==> config.mk <==
export PLATFORM = sky130hd
export DESIGN_NAME = cli_table
export DESIGN_NICKNAME = d
export VERILOG_FILES = /design/src/rtl/core/cli_pkg.sv /design/src/rtl/core/cli_table.sv
export SDC_FILE = /design/constraint.sdc
export NUM_CORES = 2
export LEC_CHECK = 0
export BUFFER_PORTS_ARGS = -buffer_cell sky130_fd_sc_hd__buf_2
export CORE_UTILIZATION = 49
export CTS_CLUSTER_SIZE = 28
export DETAILED_ROUTE_END_ITERATION = 6
export PLACE_DENSITY = 0.73
export SKIP_CTS_REPAIR_TIMING = 1
export SYNTH_ARGS = -nofsm -noshare
export SYNTH_HDL_FRONTEND = slang
export SYNTH_SLANG_ARGS = --single-unit
==> constraint.sdc <==
create_clock -name clk -period 5.66 [get_ports clk]
set_input_delay 0.566 -clock clk [delete_from_list [all_inputs] [get_ports clk]]
set_output_delay 0.566 -clock clk [all_outputs]
set_load 0.02 [all_outputs]
==> src/rtl/core/cli_pkg.sv <==
`timescale 1ns / 1ps

package cli_pkg;

  // field and port widths
  localparam int FIELD_W = 32;
  localparam int COUNT_W = 7;
  localparam int INDEX_W = 6;
  localparam int PADDR_W = 3;
  localparam int PDATA_W = 32;

  // default table shape
  localparam int TABLE_DEPTH_DEF = 64;
  localparam int VALUE_WIDTH_DEF = 32;

  // item opcodes
  localparam logic OP_WRITE = 1'b0;
  localparam logic OP_QUERY = 1'b1;

  // result region codes
  localparam logic [1:0] REGION_BELOW  = 2'd0;
  localparam logic [1:0] REGION_INSIDE = 2'd1;
  localparam logic [1:0] REGION_ABOVE  = 2'd2;

  // register index (word address)
  localparam logic [PADDR_W-3:0] REG_ENTRY_COUNT = '0;

  typedef enum logic [3:0] {
    ST_IDLE,
    ST_SCAN,
    ST_WHI,
    ST_MUL0,
    ST_MUL1,
    ST_SUM,
    ST_ABS,
    ST_DIV,
    ST_QUOT,
    ST_FIN
  } state_t;

endpackage

==> src/rtl/core/cli_table.sv <==
`timescale 1ns / 1ps

module cli_table
  import cli_pkg::*;
#(
  parameter int DEPTH = TABLE_DEPTH_DEF,
  parameter int AW    = $clog2(TABLE_DEPTH_DEF),
  parameter int DW    = 2 * VALUE_WIDTH_DEF
) (
  input  logic          clk,
  input  logic          wr_en,
  input  logic [AW-1:0] wr_addr,
  input  logic [DW-1:0] wr_data,
  input  logic [AW-1:0] rd_addr,
  output logic [DW-1:0] rd_data
);

  logic [DW-1:0] mem [DEPTH];

  always_ff @(posedge clk) begin
    if (wr_en) begin
      mem[wr_addr] <= wr_data;
    end
  end

  always_ff @(posedge clk) begin
    rd_data <= mem[rd_addr];
  end

endmodule

# Yosys cells after proc, flatten, opt, wreduce, memory -nomap -nowiden
# Memory sizes are Yosys's and may differ from the RTL's. A register that Yosys moved wholly into a read port is not among the register bits.
# Index checks and enable logic that the tools add are counted.
# word_totals
mem_bits_rw	4096
latchBits	0
reg_bits	0
mem_bits_ro	0
mem_count	1
in_bits	78
# op_classes
reduce_logical	0
mul	0
n_bitwise	0
div_mod_pow	0
n_lt_le_gt_ge	0
mux	2
shift	0
n_addsub	0
n_eq_ne	0
# mem_list
memory	words	word_bits	rd	rd_ports_with_merged_regs	write_ports	line	source
mem	64	64	1	1	1	cli_table.sv:18	logic [DW-1:0] mem [DEPTH];
# op_table
op	count
2-to-1 mux 1 bit	2

# Depth between registers and ports, before layout
# depth
depth_word	2
ltp_mapped	9
depth_no_buf	5

# Least setup slack after synthesis
# No wires, ideal clock.
# synth_timing
kind	input -> register
from	input port wr_addr[3]
to	memory mem[48][0] (netlist name) (enable)
arrival_ns	5.438
cell_stages	4
required_time_ns	5.096
path_slack_ns	-0.342
path_buffers	1
path_cell_list	clkbuf_1 > nor2b_1 > nand4b_1 > nor3_1
# synth_lines
element	line	source
start, declared	cli_table.sv:12	input logic [AW-1:0] wr_addr,
end, declared	cli_table.sv:18	
# No word-level cell before the write port.

==> metrics.txt <==
fin crit period=2.836 ns; Synth top area share=78.67%; Crit-path slowest cell=nor2b_4; H-tree depth=5; I/O pins=142; Post-route DRC=0; part of the Yosys area used for sequential elements=79.49%; Unique masters post-synth=33; asr flop ratio synth=0%; maximum vdd ir drop=0.3667 mV; Die Span X=566.9 µm; sw frac=20.96%; Max-Cap Viols=0; CP Capture Type=flop; Buf/Inv on CP=3; post-DP HPWL=213.3 mm; hold path depth=2; final cell count without fillers=11,510; sw power=13.43 mW; Worst setup SP type=primary input; CTS max path bufs=4; Synth Cell Area=156,300 µm²; Reg power frac=53.5%; Finished Core Util=55.64%; Yosys top cell by area=edfxtp_1; Max FO, Critical Path=56; commonest non-fill, non-tap cell in the layout=edfxtp_1; routed len/inst=36.00 µm; Final Hold Fails=0; Mapped Avg Cell Area=23.70 µm²; number of antenna violations at the first check in global routing=30; most frequent CP cell=buf_4; fin. max-slew vios=0; synth warn=0; Worst Path Required=6.41 ns; Yosys reg bits=4,160; WL final=414.2 mm; initial DRC count=10,910; crit-path leading delay family=buffers and inverters; final setup vio count=0; Most used DFF post-synth=edfxtp_1; Fin Setup TNS=0 ns; antenna-violating nets left=0; commonest non-fill, non-tap cells in the layout=edfxtp_1, mux4_2, clkbuf_16; nets=7,060; WHS Endpoint=mem[27][35]; CP Class=in2reg; grt total ovfl=0; first-pass GRT wire length=580.8 mm; Slew HR=5.010%; Placed Cells=10,770; Syn Nets=6,676; layout cells sized above 1=28.22%; area grow syn2layout=13.10%; fmax=0.3526 GHz; Die Y-Extent=566.9 µm; worst-path cell chain=buf_8 -> nor2b_4 -> buf_4 -> buf_4 -> a22oi_1 -> and3_1 -> a211oi_1; Initial DRT Pass Iterations=6; status=finished, final reports clean; core area=317,800 µm²; hold_sp=wr_data[35]; CP Data Arrival Time=3.58 ns; Reg-to-Reg Start=mem[58][53]; CTS clk-pin slew, worst paths=0.07 ns; Worst-Skew Late Latency=0.93 ns; vias=76,150; Post-Syn Instances=6,598; min-delay worst type=in2reg; RSZ-0062 raised after global routing=false; clk sink count=4,160; Logic pwr share=4.6%; Num CTS Buffers=394; clock share of power=41.9%; CTS tree=built; P_leak=54.88 nW; FF-to-FF setup slack=3.52 ns; number of flops mapped to enable cells by yosys=4,096; Starting Density=49.20%; placer congestion estimate=0.8115; clk_skew=0.06716 ns; R2R Path End=rd_data[53]; final critical-path share of the clock period=50.11%; pin count of the biggest net entering global routing=108; Die ar.=321,300 µm²; vias in the first global route=76,900; Max stage delay on crit path=0.77 ns; Slew @ Worst Pin=1.425 ns; Cell Pwr Density=362.4 nW/µm²; std cell rows=207; PortBufs=141; vias per cell=6.618; CTS root buf=clkbuf_16; Synth area leaders=edfxtp_1, mux4_2, mux2i_1; internal power=50.65 mW; Worst R2R Path Depth=5; GR Util All Layers=25.63%
final cells by class:
class,count,area [µm²]
inverters,19,71.32
repair buffers,358,3283
clock inverters,237,2620
fillers,22120,141000
flip-flops and latches,4160,124300
clock buffers,483,10510
multi-input cells,2049,30780
diodes,20,50.05
well taps,4180,5230
logic make-up after synthesis:
logic type,after synthesis,share of synthesized area [%]
DFF,4160,79.49
buffers and inverters,389,1.180
muxes,1159,15.61
AOI/OAI and AO/OA,504,2.477
and+or+nand+nor,386,1.240
through the flow:
stage	hold slack (ns)	power, mW	worst slack [ns]	instance area (µm²)
6_report	0.3332	64.09	2.824	176800
5_1_grt	0.3241	65.57	2.782	176800
4_1_cts	0.2707	64.28	2.895	176800
3_5_place_dp	0.8367	37.84	1.931	163600
3_3_place_gp	0.8313	37.75	1.942	163600
2_1_floorplan	0.6649	36.50	1.064	156400
flip-flops by register name, indices dropped and copies added (netlist names):
register	cells
mem	4096
rd_data	64
how the worst max path moves through the flow:
stage                     from          end  slack [ns]  cells past startpoint
detailed placement  rd_addr[2]   rd_data[5]        1.93                      7
global route             wr_en  mem[32][42]        2.78                      5
CTS                 rd_addr[2]   rd_data[5]        2.90                      7
global placement    rd_addr[2]   rd_data[5]        1.94                      7
floorplan           wr_addr[5]   mem[39][0]        1.06                      4
finish              rd_addr[2]   rd_data[5]        2.82                      7
cells in the mapped netlist, types with 20 or more instances:
library cell,instances
o221ai_1,38
nor2_1,112
dfxtp_1,64
mux2i_1,135
or3_1,29
a22o_1,88
and3_1,64
buf_4,34
mux4_2,1024
a22oi_1,168
nor2b_1,28
edfxtp_1,4096
o22ai_1,83
a41oi_1,26
buf_1,20
or2_2,28
a211oi_1,63
nand3_1,45
nand2_1,58
clkbuf_1,140
buf_2,170
per-layer routing:
metal | wire (µm) | track usage (%) | vias to the layer above
met5 | 69 | 0 | -
met4 | 19510 | 10.88 | 10
li1 | - | - | 29300
met3 | 46130 | 4.731 | 920
met2 | 200600 | 41.43 | 5204
met1 | 147900 | 34.50 | 40720
power groups by stage:
| stage | Sequential (mW) | Clock, mW | Combinational [mW] |
|---|---|---|---|
| finish | 34.3 | 26.9 | 2.93 |
| global route | 34.3 | 28.2 | 3.07 |
| CTS | 34.3 | 27.1 | 2.93 |
| detailed placement | 34.9 | 0 | 2.91 |
| global placement | 34.9 | 0 | 2.84 |
| floorplan | 34.9 | 0 | 1.59 |
(Power assumes the default switching activity.)
